==> src/olp_pkg.sv <==
package olp_pkg;

  // payload and register widths
  localparam int VALUE_W     = 32;
  localparam int BARRIER_W   = 32;
  localparam int STEPS_W     = 7;
  localparam int LIMIT_W     = 7;
  localparam int SPREAD_W    = 31;
  localparam int DRIFT_W     = 32;
  localparam int CFG_INDEX_W = 3;
  localparam int CFG_DATA_W  = 32;

  // 1.0 in unsigned q1.31
  localparam logic [VALUE_W-1:0] UNITY = 32'h8000_0000;

  // register indexes
  localparam logic [CFG_INDEX_W-1:0] CFG_STEPS    = 3'd0;
  localparam logic [CFG_INDEX_W-1:0] CFG_LIMIT    = 3'd1;
  localparam logic [CFG_INDEX_W-1:0] CFG_DISCOUNT = 3'd2;
  localparam logic [CFG_INDEX_W-1:0] CFG_SPREAD   = 3'd3;
  localparam logic [CFG_INDEX_W-1:0] CFG_DRIFT    = 3'd4;

  // register reset values
  localparam logic [STEPS_W-1:0]  STEPS_RST    = 7'd64;
  localparam logic [LIMIT_W-1:0]  LIMIT_RST    = 7'd33;
  localparam logic [VALUE_W-1:0]  DISCOUNT_RST = 32'h8000_0000;
  localparam logic [SPREAD_W-1:0] SPREAD_RST   = 31'd16777216;
  localparam logic [DRIFT_W-1:0]  DRIFT_RST    = 32'd0;

  typedef enum logic [2:0] {
    ST_IDLE,
    ST_FILL,
    ST_SETUP,
    ST_WALK,
    ST_DRAIN,
    ST_READ,
    ST_RESULT
  } olp_state_t;

endpackage

==> src/olp_node_mac.sv <==
module olp_node_mac #(
  parameter int ADDR_W = 15
) (
  input  logic                        clk,
  input  logic                        rst,
  input  logic                        issue_valid,
  input  logic [ADDR_W-1:0]           issue_addr,
  input  logic [olp_pkg::VALUE_W-1:0] child_up,
  input  logic [olp_pkg::VALUE_W-1:0] child_dn,
  input  logic [olp_pkg::VALUE_W-1:0] discount_factor,
  output logic                        wr_en,
  output logic [ADDR_W-1:0]           wr_addr,
  output logic [olp_pkg::VALUE_W-1:0] wr_data,
  output logic                        busy
);
  import olp_pkg::*;

  // stage 1 lines up with the ram read data, stage 2 holds the sum,
  // stage 3 holds the product
  logic                 vld1, vld2, vld3;
  logic [ADDR_W-1:0]    addr1, addr2, addr3;
  logic [VALUE_W:0]     child_sum;
  logic [2*VALUE_W:0]   product;

  always_ff @(posedge clk) begin
    if (rst) begin
      vld1 <= 1'b0;
      vld2 <= 1'b0;
      vld3 <= 1'b0;
    end else begin
      vld1 <= issue_valid;
      vld2 <= vld1;
      vld3 <= vld2;
    end
  end

  always_ff @(posedge clk) begin
    addr1     <= issue_addr;
    addr2     <= addr1;
    addr3     <= addr2;
    child_sum <= {1'b0, child_up} + {1'b0, child_dn};
    product   <= child_sum * discount_factor;
  end

  // sum <= 2.0 and discount <= 1.0, so the top product bit stays clear
  assign wr_en   = vld3;
  assign wr_addr = addr3;
  assign wr_data = product[2*VALUE_W-1:VALUE_W];
  assign busy    = vld1 | vld2 | vld3;

endmodule

==> config.mk <==
export PLATFORM = sky130hd
export DESIGN_NAME = olp_node_mac
export DESIGN_NICKNAME = d
export VERILOG_FILES = /design/src/olp_pkg.sv /design/src/olp_node_mac.sv
export SDC_FILE = /design/constraint.sdc
export NUM_CORES = 2
export LEC_CHECK = 0
export BUFFER_PORTS_ARGS = -buffer_cell sky130_fd_sc_hd__buf_2
export CORE_MARGIN = 4
export CORE_UTILIZATION = 40
export CTS_BUF_LIST = sky130_fd_sc_hd__clkbuf_4 sky130_fd_sc_hd__clkbuf_8
export CTS_CLUSTER_DIAMETER = 200
export DETAILED_ROUTE_END_ITERATION = 6
export SETUP_SLACK_MARGIN = 0.5
export SLEW_MARGIN = 20
export SYNTH_ARGS = -nofsm -noshare
export SYNTH_HDL_FRONTEND = slang
export SYNTH_SLANG_ARGS = --single-unit
==> constraint.sdc <==
create_clock -name clk -period 15.9 [get_ports clk]
set_clock_uncertainty 0.1 [all_clocks]
set_input_delay 0.795 -clock clk [delete_from_list [all_inputs] [get_ports clk]]
set_output_delay 0.795 -clock clk [all_outputs]
set_load 0.02 [all_outputs]
Word-level counts from Yosys, hierarchy flattened --
Index checks and enable logic that the tools add are counted.
Storage, ports and cells: bits in registers 145, output and inout bits 49, logic and storage cells 12
Cells by class: $add $sub $neg 1, multiply operators 1, bitwise operators 2
Operator list (count):
- $mul 33x32->64 | 1
- $add 32x32->33 | 1
- $or 1x1->1 | 2

Longest topological paths before layout --
word-level depth 2, depth in mapped cells 28, gate-level depth less buffers 27

Worst setup path before layout --
No wires, ideal clock.
kind input-to-reg, from input discount_factor[8] (netlist bit), to register product[57], library setup time 124 ps, arrival 7320 ps, slack 8357 ps, stages 24, path buffers 2, cell sequence clkbuf_1 -> nand2_1 -> fa_1 -> fa_1 -> fa_1 -> fa_1 -> inv_1 -> fa_1 -> fa_1 -> fa_1 -> inv_1 -> fa_1 -> inv_1 -> ha_1 -> clkbuf_1 -> a21o_1 -> a21o_1 -> a21oi_1 -> o21ai_0 -> a21oi_1 -> o21ai_1 -> a2111oi_0 -> o21bai_1 -> xor2_1
On the way: longest elaborated chain between the ends 1
Ends and longest elaborated chain:
- start: declaration | RTL line olp_node_mac.sv:10 | input logic [olp_pkg::VALUE_W-1:0] discount_factor,
- $mul 33x32->64 | RTL line olp_node_mac.sv:42 | product <= child_sum * discount_factor;
- end signal: assignment | RTL line olp_node_mac.sv:42
- end: declaration | RTL line olp_node_mac.sv:23 | logic [2*VALUE_W:0] product;
Every way passes these cells. A chain may end at the register's enable or synchronous reset.

Final worst setup path --
from register child_sum[25], to register product[50]
On the way: longest elaborated chain between the ends 1
Ends and longest elaborated chain:
- start: declaration | RTL line olp_node_mac.sv:22 | logic [VALUE_W:0] child_sum;
- start signal: assignment | RTL line olp_node_mac.sv:41 | child_sum <= {1'b0, child_up} + {1'b0, child_dn};
- $mul 33x32->64 | RTL line olp_node_mac.sv:42
Every way passes these cells.

==> impl_results.md <==
* Endpoints failing hold at 0
* Final period utilization at 0.5853
* Multi-input gate area at 30220 um2
* Synth area leaders: fa_1, ha_1, inv_1
* Synth top area share at 0.5034
* Synth-to-layout area growth at 5.922%
* Critical Path Fanout Max at 32
* Final wirelength at 101.3 mm
* CTS Sinks at 113
* CP most frequent cell: fa_1
* Worst Max-Slew Pin Slew at 1109 ps
* Vias per cell at 5.083
* Ports at 163
* Post-synth net total at 5315
* Largest net degree at the start of global routing at 34
* Initial antenna violation count at 9
* PortBufs at 162
* Post-CTS Setup Inserts at 0
* Share of cells above drive strength 1 at 0.06462
* Avg Cell Area, Syn at 9.222 um2
* Setup TNS at 0 ps
* Critical path arrival at 9690 ps
* CP max-delay cell: dfxtp_2
* Max Cap Viol at 0
* Cell taking the most area after synthesis: fa_1
* Required @ worst endpoint at 16280 ps
* Dpl cells at 5152
* CP Launch Type: flip-flop
* F_max at 0.1075 GHz
* RSZ-0062 raised after global routing: false
* Die X at 311.3 um
* Main flop type after synthesis: dfxtp_1
* Hpwl dp at 74.32 mm
* FF+latch area at 2286 um2
* CTS resizes at 0
* Final std cells w/o fill at 5187
* Critical Path Max Stage Delay at 980 ps
* Crit Path Category: reg -> reg
* Yosys cell types at 60
* Final setup viols at 0
* Longest Clk Path Bufs at 2
* Hold Buf Count CTS at 0
* Initial drt markers at 1367
* Mapped Cells at 3989
* Critical Path End Type: flip-flop
* YS warnings at 0
* Relative slew slack at 0.2607
* Outcome: finished clean
* CTS clk-pin slew, worst paths at 130 ps
* Final min period at 9305 ps
* Via count at 26370
* Nets@finish at 5321
* Worst skew pair latency at 520 ps
* DR WL/cell at 19.52 um
* Synth Cell Area at 36790 um2
* Core area at 90560 um2
* H-tree Lvls at 4
* DIE HEIGHT at 311.3 um
* Vias in the first global route at 28910
* Synthesized flop and latch total at 113
* First-pass GRT wire length at 165.2 mm
* Hold Path Class: reg -> reg
* Layout fillers at 8961
* Post-synthesis sequential area ratio at 0.06150
* Std cell rows at 110
* Synth cell count leaders: inv_1, fa_1, nand2_1, and2_1, ha_1
* Die area at 96880 um2
* Inserted Clock Buffers at 17
* Routability congestion estimate from global placement at 0.8741
* Total track usage at 0.2189
* DRC Markers at 0
* Top-count cell post-synth: inv_1
* Crit-path cells: and2_1, fa_1, fa_1, inv_1, fa_1, fa_1, inv_1, fa_1, fa_1, fa_1, inv_1, fa_1, inv_1, ha_1, nand2_1, o21ai_0, a41oi_1, a21oi_1, o21ai_1, o22ai_1, a21boi_0, o21ai_0, xor2_1
* Ys async rst share at 0
* Gr ovfl total at 0
* Root buffer cell: clkbuf_8
* CTS tree: done
* Detail Route Antenna Nets at 0
* Slew Viols, Final at 0
* EDFF count, synth at 0
* 1st-pass router iterations at 5
* Initial Utilization at 0.4062
[metrics by stage]
stage          hold WS (ps)  setup slack [ps]  utilization  instance area [um2]
3_3_place_gp          209.9              6287       0.4258                38560
2_1_floorplan         209.6              8357            -                36790
6_report              223.7              6595       0.4302                38960
5_1_grt               226.5              6303       0.4302                38960
3_5_place_dp          212.1              6261       0.4258                38560
4_1_cts               208.9              6692       0.4302                38960
[path summary, 6_finish.rpt]
path                            cells after the start  slack (ps)     endpoint           from
worst max-delay path                               23        6590  product[50]  child_sum[25]
worst min-delay path                                0         220   wr_addr[9]       addr2[9]
worst max register to register                     23        6590  product[50]  child_sum[25]
worst min register to register                      0         220   wr_addr[9]       addr2[9]
[cells by family (layout without fill, tap and decap cells)]
kind of cell / count (synthesis) / after routing / synth area share
and+or+nand+nor: 1226 / 1226 / 0.1637
adders and majority gates: 1212 / 1212 / 0.6010
buffers and inverters: 1147 / 1166 / 0.1170
AOI/OAI and AO/OA: 227 / 227 / 0.04146
DFF: 113 / 113 / 0.06150
xor gates and xnor gates: 63 / 63 / 0.01500
muxes: 1 / 1 / 0.0002721
other: 0 / 3 / 0
[metal layers]
layer	global-route usage	wire, um	vias up	part of all wire
met1	0.2883	41850	13740	0.41
met5	0	12	-	0.00012
met3	0.03828	6881	158	0.068
met4	0.05266	2656	2	0.026
met2	0.3775	49870	891	0.49
li1	-	-	11580	-
[area by class of cell]
type,instances,share of cell area
inverter,938,0.09036
antenna,3,0.0001927
multi-input combinational,2729,0.7755
clock buffer,17,0.006005
tap,1176,0.03776
sequential,113,0.05867
clock inverter,15,0.004110
timing repair buffer,196,0.02736
[layout by cell type, fill, tap and decap left out, types with 4 or more instances in the layout]
cell type,count
dfxtp_2,19
inv_8,4
fa_1,925
a21oi_1,65
nand2b_1,8
and2_1,481
a31oi_1,8
buf_2,162
a41oi_1,4
o21a_1,10
dfxtp_1,94
o21bai_1,5
clkbuf_8,17
nand4_1,16
ha_1,287
o211ai_1,6
inv_1,938
nor2_1,36
nor3_1,14
a211oi_1,14
inv_6,7
o21ai_0,31
a21o_1,40
or3_1,6
o21ai_1,10
and3_1,6
nand3_1,18
buf_4,34
xnor2_1,45
nor2b_1,11
xor2_1,18
nand2_1,616
[sequential cells by signal (all words and copies together), names as in the netlist]
register,flops
vld2,1
addr2,15
vld1,1
child_sum,33
product,32
wr_en,1
addr1,15
wr_addr,15
[critical path, delay by kind of cell (launching register included)]
kind	cells	cell delay, ps
AOI/OAI and AO/OA	7	2870
DFF	1	980
adders and majority gates	9	4540
xor gates and xnor gates	1	180
buffers and inverters	4	250
and+or+nand+nor	2	340
Power is left out: the tool's default activity adds up to more than one toggle a clock period on the data nets, which glitch-free logic cannot reach.
