### src/olp_pkg.sv
package olp_pkg;

  // payload and register widths
  localparam int VALUE_W     = 32;
  localparam int BARRIER_W   = 32;
  localparam int STEPS_W     = 7;
  localparam int LIMIT_W     = 7;
  localparam int SPREAD_W    = 31;
  localparam int DRIFT_W     = 32;
  localparam int CFG_INDEX_W = 3;
  localparam int CFG_DATA_W  = 32;

  // 1.0 in unsigned q1.31
  localparam logic [VALUE_W-1:0] UNITY = 32'h8000_0000;

  // register indexes
  localparam logic [CFG_INDEX_W-1:0] CFG_STEPS    = 3'd0;
  localparam logic [CFG_INDEX_W-1:0] CFG_LIMIT    = 3'd1;
  localparam logic [CFG_INDEX_W-1:0] CFG_DISCOUNT = 3'd2;
  localparam logic [CFG_INDEX_W-1:0] CFG_SPREAD   = 3'd3;
  localparam logic [CFG_INDEX_W-1:0] CFG_DRIFT    = 3'd4;

  // register reset values
  localparam logic [STEPS_W-1:0]  STEPS_RST    = 7'd64;
  localparam logic [LIMIT_W-1:0]  LIMIT_RST    = 7'd33;
  localparam logic [VALUE_W-1:0]  DISCOUNT_RST = 32'h8000_0000;
  localparam logic [SPREAD_W-1:0] SPREAD_RST   = 31'd16777216;
  localparam logic [DRIFT_W-1:0]  DRIFT_RST    = 32'd0;

  typedef enum logic [2:0] {
    ST_IDLE,
    ST_FILL,
    ST_SETUP,
    ST_WALK,
    ST_DRAIN,
    ST_READ,
    ST_RESULT
  } olp_state_t;

endpackage

### src/olp_walker.sv
module olp_walker #(
  parameter int MAX_STEPS = 64,
  parameter int ADDR_W    = 15
) (
  input  logic                                clk,
  input  logic                                rst,
  input  logic                                start,
  input  logic signed [olp_pkg::BARRIER_W-1:0] log_barrier,
  input  logic [olp_pkg::STEPS_W-1:0]         steps_in_use,
  input  logic [olp_pkg::LIMIT_W-1:0]         occupation_limit,
  input  logic [olp_pkg::SPREAD_W-1:0]        spread_step,
  input  logic signed [olp_pkg::DRIFT_W-1:0]  drift_step,
  input  logic                                mac_busy,
  input  logic                                out_free,
  output logic                                idle,
  output logic                                issue_valid,
  output logic [ADDR_W-1:0]                   issue_addr,
  output logic [ADDR_W-1:0]                   raddr_a,
  output logic [ADDR_W-1:0]                   raddr_b,
  output logic                                fill_we,
  output logic [ADDR_W-1:0]                   fill_addr,
  output logic [olp_pkg::VALUE_W-1:0]         fill_data,
  output logic                                result_load
);
  import olp_pkg::*;

  localparam int ROW_LEN   = 2 * MAX_STEPS + 1;
  localparam int LAYER_LEN = (MAX_STEPS + 1) * ROW_LEN;
  localparam int TIME_W    = $clog2(MAX_STEPS + 1);
  localparam int COL_W     = $clog2(ROW_LEN);
  localparam int POS_W     = VALUE_W + TIME_W + 2;
  localparam int CMP_W     = (TIME_W > STEPS_W) ? TIME_W : STEPS_W;

  localparam logic [ADDR_W-1:0] ROW_STEP  = ADDR_W'(ROW_LEN);
  localparam logic [ADDR_W-1:0] LAYER_OFS = ADDR_W'(LAYER_LEN);
  localparam logic [ADDR_W-1:0] CENTER    = ADDR_W'(MAX_STEPS);
  localparam logic [ADDR_W-1:0] ONE       = ADDR_W'(1);

  olp_state_t state, state_next;

  logic [TIME_W-1:0]        time_index;
  logic [TIME_W-1:0]        count_index;
  logic [COL_W-1:0]         position_index;
  logic                     layer_select;
  logic [ADDR_W-1:0]        node_abs;
  logic [ADDR_W-1:0]        row_start;
  logic signed [POS_W-1:0]  layer_pos;
  logic signed [POS_W-1:0]  row_dn, row_up;
  logic signed [POS_W-1:0]  pos_dn, pos_up;
  logic signed [POS_W-1:0]  step_diff;
  logic signed [BARRIER_W-1:0] barrier;

  logic signed [POS_W-1:0]  dw_ext, du_ext, bar_ext;
  logic [CMP_W-1:0]         steps_ext;
  logic [TIME_W-1:0]        steps_eff;
  logic [COL_W-1:0]         span;
  logic                     row_end, layer_end, up_hit, dn_hit, fill_drift;
  logic [ADDR_W-1:0]        layer_base, next_row, first_node;

  assign dw_ext  = {{(POS_W - SPREAD_W){1'b0}}, spread_step};
  assign du_ext  = {{(POS_W - DRIFT_W){drift_step[DRIFT_W-1]}}, drift_step};
  assign bar_ext = {{(POS_W - BARRIER_W){barrier[BARRIER_W-1]}}, barrier};

  // step count clamped to 1..MAX_STEPS
  assign steps_ext = CMP_W'(steps_in_use);
  always_comb begin
    if (steps_ext == '0) begin
      steps_eff = TIME_W'(1);
    end else if (steps_ext > CMP_W'(MAX_STEPS)) begin
      steps_eff = TIME_W'(MAX_STEPS);
    end else begin
      steps_eff = steps_ext[TIME_W-1:0];
    end
  end

  assign span       = COL_W'({time_index, 1'b0});
  assign row_end    = (position_index == span);
  assign layer_end  = row_end && (count_index == time_index);
  assign layer_base = layer_select ? LAYER_OFS : '0;
  assign next_row   = row_start + ROW_STEP;
  assign first_node = layer_base + CENTER - ADDR_W'(time_index);
  assign fill_drift = ({1'b0, count_index} + (TIME_W + 1)'(1)) < {1'b0, time_index};

  // barrier test for both children, parent time folded into the accumulators
  assign up_hit = (pos_up <= bar_ext);
  assign dn_hit = (pos_dn <= bar_ext);

  assign idle       = (state == ST_IDLE);
  assign issue_addr = layer_select ? node_abs - LAYER_OFS : node_abs + LAYER_OFS;
  assign fill_addr  = node_abs;
  assign fill_data  = (CMP_W'(count_index) < CMP_W'(occupation_limit)) ? UNITY : '0;

  always_ff @(posedge clk) begin
    if (rst) begin
      state <= ST_IDLE;
    end else begin
      state <= state_next;
    end
  end

  always_comb begin
    state_next  = state;
    issue_valid = 1'b0;
    fill_we     = 1'b0;
    result_load = 1'b0;
    raddr_a     = node_abs + (up_hit ? ROW_STEP + ONE : ONE);
    raddr_b     = node_abs + (dn_hit ? ROW_STEP - ONE : '1);
    unique case (state)
      ST_IDLE: begin
        if (start) begin
          state_next = ST_FILL;
        end
      end
      ST_FILL: begin
        fill_we = 1'b1;
        if (layer_end) begin
          state_next = ST_SETUP;
        end
      end
      ST_SETUP: begin
        state_next = ST_WALK;
      end
      ST_WALK: begin
        issue_valid = 1'b1;
        if (layer_end) begin
          state_next = ST_DRAIN;
        end
      end
      ST_DRAIN: begin
        if (!mac_busy) begin
          state_next = (time_index == '0) ? ST_READ : ST_SETUP;
        end
      end
      ST_READ: begin
        raddr_a    = layer_base + CENTER;
        state_next = ST_RESULT;
      end
      ST_RESULT: begin
        raddr_a = layer_base + CENTER;
        if (out_free) begin
          result_load = 1'b1;
          state_next  = ST_IDLE;
        end
      end
      default: begin
        state_next = ST_IDLE;
      end
    endcase
  end

  always_ff @(posedge clk) begin
    if (rst) begin
      time_index     <= '0;
      count_index    <= '0;
      position_index <= '0;
      layer_select   <= 1'b0;
    end else begin
      unique case (state) inside
        ST_IDLE: begin
          if (start) begin
            time_index     <= steps_eff;
            count_index    <= '0;
            position_index <= '0;
            layer_select   <= 1'b0;
            node_abs       <= CENTER - ADDR_W'(steps_eff);
            row_start      <= CENTER - ADDR_W'(steps_eff);
            layer_pos      <= '0;
            step_diff      <= du_ext - dw_ext;
            barrier        <= log_barrier;
          end
        end
        ST_FILL, ST_WALK: begin
          node_abs       <= node_abs + ONE;
          position_index <= position_index + COL_W'(1);
          pos_dn         <= pos_dn + dw_ext;
          pos_up         <= pos_up + dw_ext;
          if (row_end) begin
            position_index <= '0;
            count_index    <= count_index + TIME_W'(1);
            row_start      <= next_row;
            node_abs       <= next_row;
            pos_dn         <= row_dn;
            pos_up         <= row_up;
            // build (drift - spread) * (steps - 1) one row at a time
            if (state == ST_FILL && fill_drift) begin
              layer_pos <= layer_pos + step_diff;
            end
            if (layer_end) begin
              count_index <= '0;
              if (state == ST_FILL) begin
                time_index <= time_index - TIME_W'(1);
              end
            end
          end
        end
        ST_SETUP: begin
          row_start <= first_node;
          node_abs  <= first_node;
          pos_dn    <= layer_pos - dw_ext;
          row_dn    <= layer_pos - dw_ext;
          pos_up    <= layer_pos + dw_ext;
          row_up    <= layer_pos + dw_ext;
        end
        ST_DRAIN: begin
          if (!mac_busy) begin
            layer_select <= !layer_select;
            if (time_index != '0) begin
              time_index <= time_index - TIME_W'(1);
              layer_pos  <= layer_pos - step_diff;
            end
          end
        end
        ST_RESULT: begin
          if (out_free) begin
            layer_select <= 1'b0;
          end
        end
        default: begin
        end
      endcase
    end
  end

endmodule

### config.mk
export PLATFORM = sky130hd
export DESIGN_NAME = olp_walker
export DESIGN_NICKNAME = d
export VERILOG_FILES = /design/src/olp_pkg.sv /design/src/olp_walker.sv
export SDC_FILE = /design/constraint.sdc
export NUM_CORES = 1
export LEC_CHECK = 0
export ABC_AREA = 1
export BUFFER_PORTS_ARGS = -buffer_cell sky130_fd_sc_hd__buf_2
export CORE_ASPECT_RATIO = 2
export CORE_MARGIN = 1
export CORE_UTILIZATION = 68
export CTS_CLUSTER_SIZE = 16
export DETAILED_ROUTE_END_ITERATION = 7
export PLACE_DENSITY = 0.85
export RECOVER_POWER = 25
export SLEW_MARGIN = 0
export SYNTH_ARGS = -nofsm -noshare
export SYNTH_HDL_FRONTEND = slang
export SYNTH_SLANG_ARGS = --single-unit
### constraint.sdc
create_clock -name clk -period 11.85 [get_ports clk]
set_clock_uncertainty 0.1 [all_clocks]
set_input_delay 2.37 -clock clk [delete_from_list [all_inputs] [get_ports clk]]
set_output_delay 2.37 -clock clk [all_outputs]
set_load 0.01 [all_outputs]
==> results of run 1 <==
[synthesized netlist by cell type (all sizes together) (47+ instances only)]
cell type	instances	area share [%]
ha	331	12
xnor2	47	1.2
nand4	67	1.3
xor2	145	3.8
o21ai	324	4.9
a21oi	406	6.1
clkbuf	50	0.56
buf	62	1.2
nor3	75	1.2
nand2	1269	14
edfxtp	299	27
nand3	314	4.7
nor2	599	6.8
inv	684	7.7
[through the flow]
step                util (%)  instances  area (sq um)  setup WS [ns]  hold WS [ns]
detailed placement     71.88       5691         34760          4.223        0.3756
CTS                    74.23       5750         35890          3.615        0.3846
global placement       71.88       5691         34760          4.241        0.3500
floorplan                  -       4971         33460          5.021        0.3392
[layer usage]
metal  track usage, %  GRT overflow
met2            92.37           125
met1            69.40             0
met4            75.07           107
met3            50.38             4
met5            15.81             1
[logic make-up after synthesis]
group / after synthesis
AOI/OAI and AO/OA: 871
xor gates and xnor gates: 192
adders and majority gates: 340
buffers and inverters: 798
DFF: 325
other: 1
and+or+nand+nor: 2414
==> impl_metrics.py, run 1 <==
metrics = {
    "global_routing": {
        "grt_start_max_net_pins": 74,
        "grt_pass1_wl_um": 266000,
        "groute.usage.overall_pct": 71.31,
        "first_global_vias": 40950,
        "grt_remaining_overflow": 237,
    },
    "synthesis": {
        "dominantRegCellSynth": "edfxtp_1",
        "synth_seq_cells": 325,
        "yosys-mux-area-fraction_pct": 0,
        "netlist_instances": 4941,
        "synth.lib_cells_used.distinct": 51,
        "synthAdderAreaFrac_pct": 12.96,
        "async_flop_share_pct": 0,
        "synth_top_family_by_area": "simple AND/OR/NAND/NOR gates",
        "post_synth.cell_area_avg_sq_um": 6.749,
        "synth-edff-count": 299,
        "synth_simple_gate_area_share_pct": 29.97,
        "register_area_share_after_synthesis_pct": 28.49,
        "yosys_warnings": 0,
        "post_synth_xor_area_fraction_pct": 5.043,
        "synth_area_sq_um": 33340,
        "synth_compound_area_share_pct": 14.09,
    },
    "clocking": {
        "maximum_level_of_the_cts_h_tree": 2,
        "cts.root.buffer_cell": "clkbuf_16",
        "cts_buffer_depth": 3,
        "postCtsSetupBuffers": 0,
        "ctsResizeCount": 0,
        "tritoncts.num_buffers": 34,
        "cts_hold_buffers": 0,
        "cts.sinks": 325,
    },
    "die": {
        "chip_width_um": 158.6,
        "num_rows": 114,
        "initial_utilization_pct": 68.96,
        "die_height_um": 315.2,
        "num_io_pins": 210,
    },
    "placed_design": {
        "finalWeightedCongestion": 1.135,
        "placement.io_buffers": 178,
        "hpwl_um": 107700,
    },
    "status": {
        "haltStage": "5_1_grt",
        "status": "aborted with a tool error",
        "stop_error": "[ERROR GRT-0116] Global routing finished with congestion. Check the congestion regions in the DRC Viewer.",
    },
}
==> run 2, diff against run 1 <==
CORE_ASPECT_RATIO = default   (was 2)
CORE_UTILIZATION = 40   (was 68)
CTS_CLUSTER_SIZE = default   (was 16)
PLACE_DENSITY = default   (was 0.85)
PLACE_DENSITY_LB_ADDON = 0.15   (was default)
==> run 2 against run 1 <==
Effect of this change:
- the flow now finishes, with violations (max-capacitance violations, max-slew violations)
- synthesized cell count unchanged
- area after synthesis unchanged
==> impl_metrics.py, run 2 <==
metrics = {
    "power": {
        "power_switching_mw": 5.730,
        "share_of_total_power_consumed_by_net_switching_pct": 53.71,
        "gate_power_share_pct": 64.9,
        "p_seq_share_pct": 21.8,
        "irDropWorstVdd_mv": 0.2309,
        "clock_power_share_pct": 13.3,
        "leakage_power_summed_over_all_cells_nw": 17.57,
        "power_density_nw_per_um2": 290.6,
        "internal-power_mw": 4.938,
    },
    "timing": {
        "max_clock_freq_mhz": 113.6,
        "final_period_minus_worst_setup_slack_ns": 8.803,
        "timing_hold_violations_final": 0,
        "relSlewSlack_pct": -176.4,
        "final_min_period_over_clock_period_pct": 74.29,
        "accumulated_negative_setup_slack_ns": 0,
        "worst_slew_pin_slew_ns": 4.146,
        "final_max_slew_viol_count": 298,
        "finalSetupViolations": 0,
        "grt_setup_unrepaired": "false",
        "hold-worst-slack_ns": 0.3641,
    },
    "detailed_routing": {
        "wl_um": 127600,
        "drc": 0,
        "vias_per_cell": 5.348,
        "drt-pass1-iter-count": 6,
        "first_iter_violations": 2430,
        "route.vias.total": 33180,
        "post_drt_wl_per_cell_um": 20.57,
        "postRouteAntennaNets": 0,
    },
    "clocking": {
        "cts_buffer_depth": 3,
        "ctsResizeCount": 0,
        "tritoncts.num_buffers": 45,
        "cts.root.buffer_cell": "clkbuf_16",
        "worst_setup_hold_path_clk_slew_ns": 0.06,
        "cts.sinks": 325,
        "maximum_level_of_the_cts_h_tree": 2,
        "cts_hold_buffers": 0,
        "clk-insertion-delay-late_ns": 0.61,
        "cts_tree": "yes",
        "postCtsSetupBuffers": 0,
    },
    "cells_and_area": {
        "nNetsFinal": 5552,
        "layout.cells.most_common": "nand2_1",
        "filler_cell_count": 8694,
        "multi_input_area_sq_um": 20830,
        "drive_gt1_share_pct": 5.377,
        "seqCellArea_sq_um": 9499,
        "most-common-layout-cells": "1,268 x nand2_1, 680 x inv_1, 598 x nor2_1",
        "syn_to_final_growth_pct": 10.11,
    },
    "synthesis": {
        "post-synth-top-area-fraction_pct": 26.93,
        "synthAdderAreaFrac_pct": 12.96,
        "synth.lib_cells_used.distinct": 51,
        "synthMostInstantiatedCell": "nand2_1",
        "yosys-mux-area-fraction_pct": 0,
        "dominantRegCellSynth": "edfxtp_1",
        "synth-edff-count": 299,
        "synth_area_sq_um": 33340,
        "synth_simple_gate_area_share_pct": 29.97,
        "yosys_warnings": 0,
        "post_synth_xor_area_fraction_pct": 5.043,
        "synth_commonest_cells": "1,267 x nand2_1, 678 x inv_1, 598 x nor2_1",
        "synth_top_area_cell": "edfxtp_1",
        "yosys-top-cells-area": "edfxtp_1 27%, nand2_1 14%, ha_1 12%",
        "synth_top_family_by_area": "simple AND/OR/NAND/NOR gates",
        "netlist_instances": 4941,
        "synth_seq_cells": 325,
        "post_synth.cell_area_avg_sq_um": 6.749,
        "async_flop_share_pct": 0,
        "register_area_share_after_synthesis_pct": 28.49,
        "synth_compound_area_share_pct": 14.09,
    },
    "status": {
        "status": "finished, violations left",
        "failing_checks": "max-capacitance violations, max-slew violations",
    },
    "worst_setup_path": {
        "timing.setup.critical_path_class": "reg2out",
        "crit_path_max_fanout": 20,
        "r2r-start": "state[1]",
        "cp-startpoint": "barrier[31]",
        "critPathRequiredTime_ns": 9.38,
        "setup.worst_path.end_class": "primary output",
        "cp-start-kind": "register",
        "arrival_ns": 6.33,
        "worstRegToRegCells": 18,
    },
    "global_routing": {
        "grt_start_max_net_pins": 79,
        "grt_pass1_wl_um": 189700,
        "grt_antenna_before_repair": 0,
        "grt_remaining_overflow": 0,
        "groute.usage.overall_pct": 29.52,
        "first_global_vias": 32930,
    },
    "die": {
        "num_rows": 105,
        "placeableCoreArea_sq_um": 82240,
        "num_io_pins": 210,
        "design.die.area_sq_um": 84520,
        "initial_utilization_pct": 40.54,
        "die_height_um": 290.7,
        "chip_width_um": 290.7,
    },
    "run": {
        "max_cap_viols": 6,
    },
    "worst_hold_path": {
        "holdPathStages": 2,
        "min_from": "state[1]",
        "holdCritPathClass": "reg2reg",
    },
    "placed_design": {
        "finalWeightedCongestion": 0.9754,
        "hpwl_um": 106100,
        "placement.io_buffers": 178,
    },
}
==> run 2: cell counts after synthesis <==
Identical to the previous run, type by type.
==> run 2: cell type report <==
cell class	count	share of cell area [%]
Clock buffer	50	3.200
Tap cell	1070	3.646
Clock inverter	32	0.9065
Sequential cell	325	25.87
Multi-Input combinational cell	3848	56.74
Antenna cell	1	0.006815
Timing Repair Buffer	192	2.621
Inverter	686	7.013
==> run 2: critical path, stage by stage, from the launching register on <==
cell and delay, ns:
edfxtp_1 0.36, inv_1 0.56, ha_1 0.49, nand2_1 0.16, nor3_1 1.10, a21oi_1 0.61
nand3_1 0.22, nand2_1 0.07, nand2_1 0.17, ha_1 0.22, fa_1 0.20, nand2_1 0.07
nor2_1 0.16, nand2_1 0.11, o21bai_1 0.25, nand2_1 0.18, nor2_1 0.16, a21oi_1 0.08
nor3_1 0.33, buf_2 0.20
==> run 2: logic make-up (layout without fill, tap and decap cells) <==
| family | Yosys count | in the layout |
|---|---|---|
| buf+inv | 798 | 960 |
| xor+xnor | 192 | 192 |
| flops | 325 | 325 |
| compound gates | 871 | 871 |
| fa+ha+maj | 340 | 340 |
| simple gates | 2414 | 2414 |
| other cells | 1 | 32 |
==> run 2: final timing paths <==
check	end	slack, ns
min	state[1]	0.36
min reg2reg	state[1]	0.36
max reg2reg	layer_pos[33]	5.04
max	raddr_a[14]	3.05
==> run 2: power groups by stage <==
stage          clock (mW)  combinational (mW)  sequential (mW)
2_1_floorplan           0                4.67             2.17
3_3_place_gp            0                6.84             2.32
3_5_place_dp            0                6.85             2.33
4_1_cts              1.44                6.88             2.31
5_1_grt              1.48                7.68             2.37
6_report             1.42                6.92             2.33
==> run 2: per-stage QoR <==
step,utilization (%),instance area (sq um),power (mW),setup WS (ns),std cells
2_1_floorplan,-,33460,6.838,5.021,4971
3_3_place_gp,42.90,35280,9.164,3.514,6121
3_5_place_dp,42.91,35290,9.189,3.677,6121
4_1_cts,44.74,36800,10.64,3.013,6203
5_1_grt,44.64,36710,11.53,2.914,6203
6_report,44.64,36720,10.67,3.047,6204
==> run 2: per-layer routing <==
| metal | vias up | part of all wire (%) | global-route usage, % |
|---|---|---|---|
| li1 | 16640 | - | - |
| met3 | 278 | 4.5 | 2.463 |
| met2 | 969 | 49 | 53.62 |
| met4 | 0 | 5.6 | 15.11 |
| met1 | 15290 | 41 | 34.53 |
| met5 | - | 0 | 0 |
(Power assumes the default switching activity.)
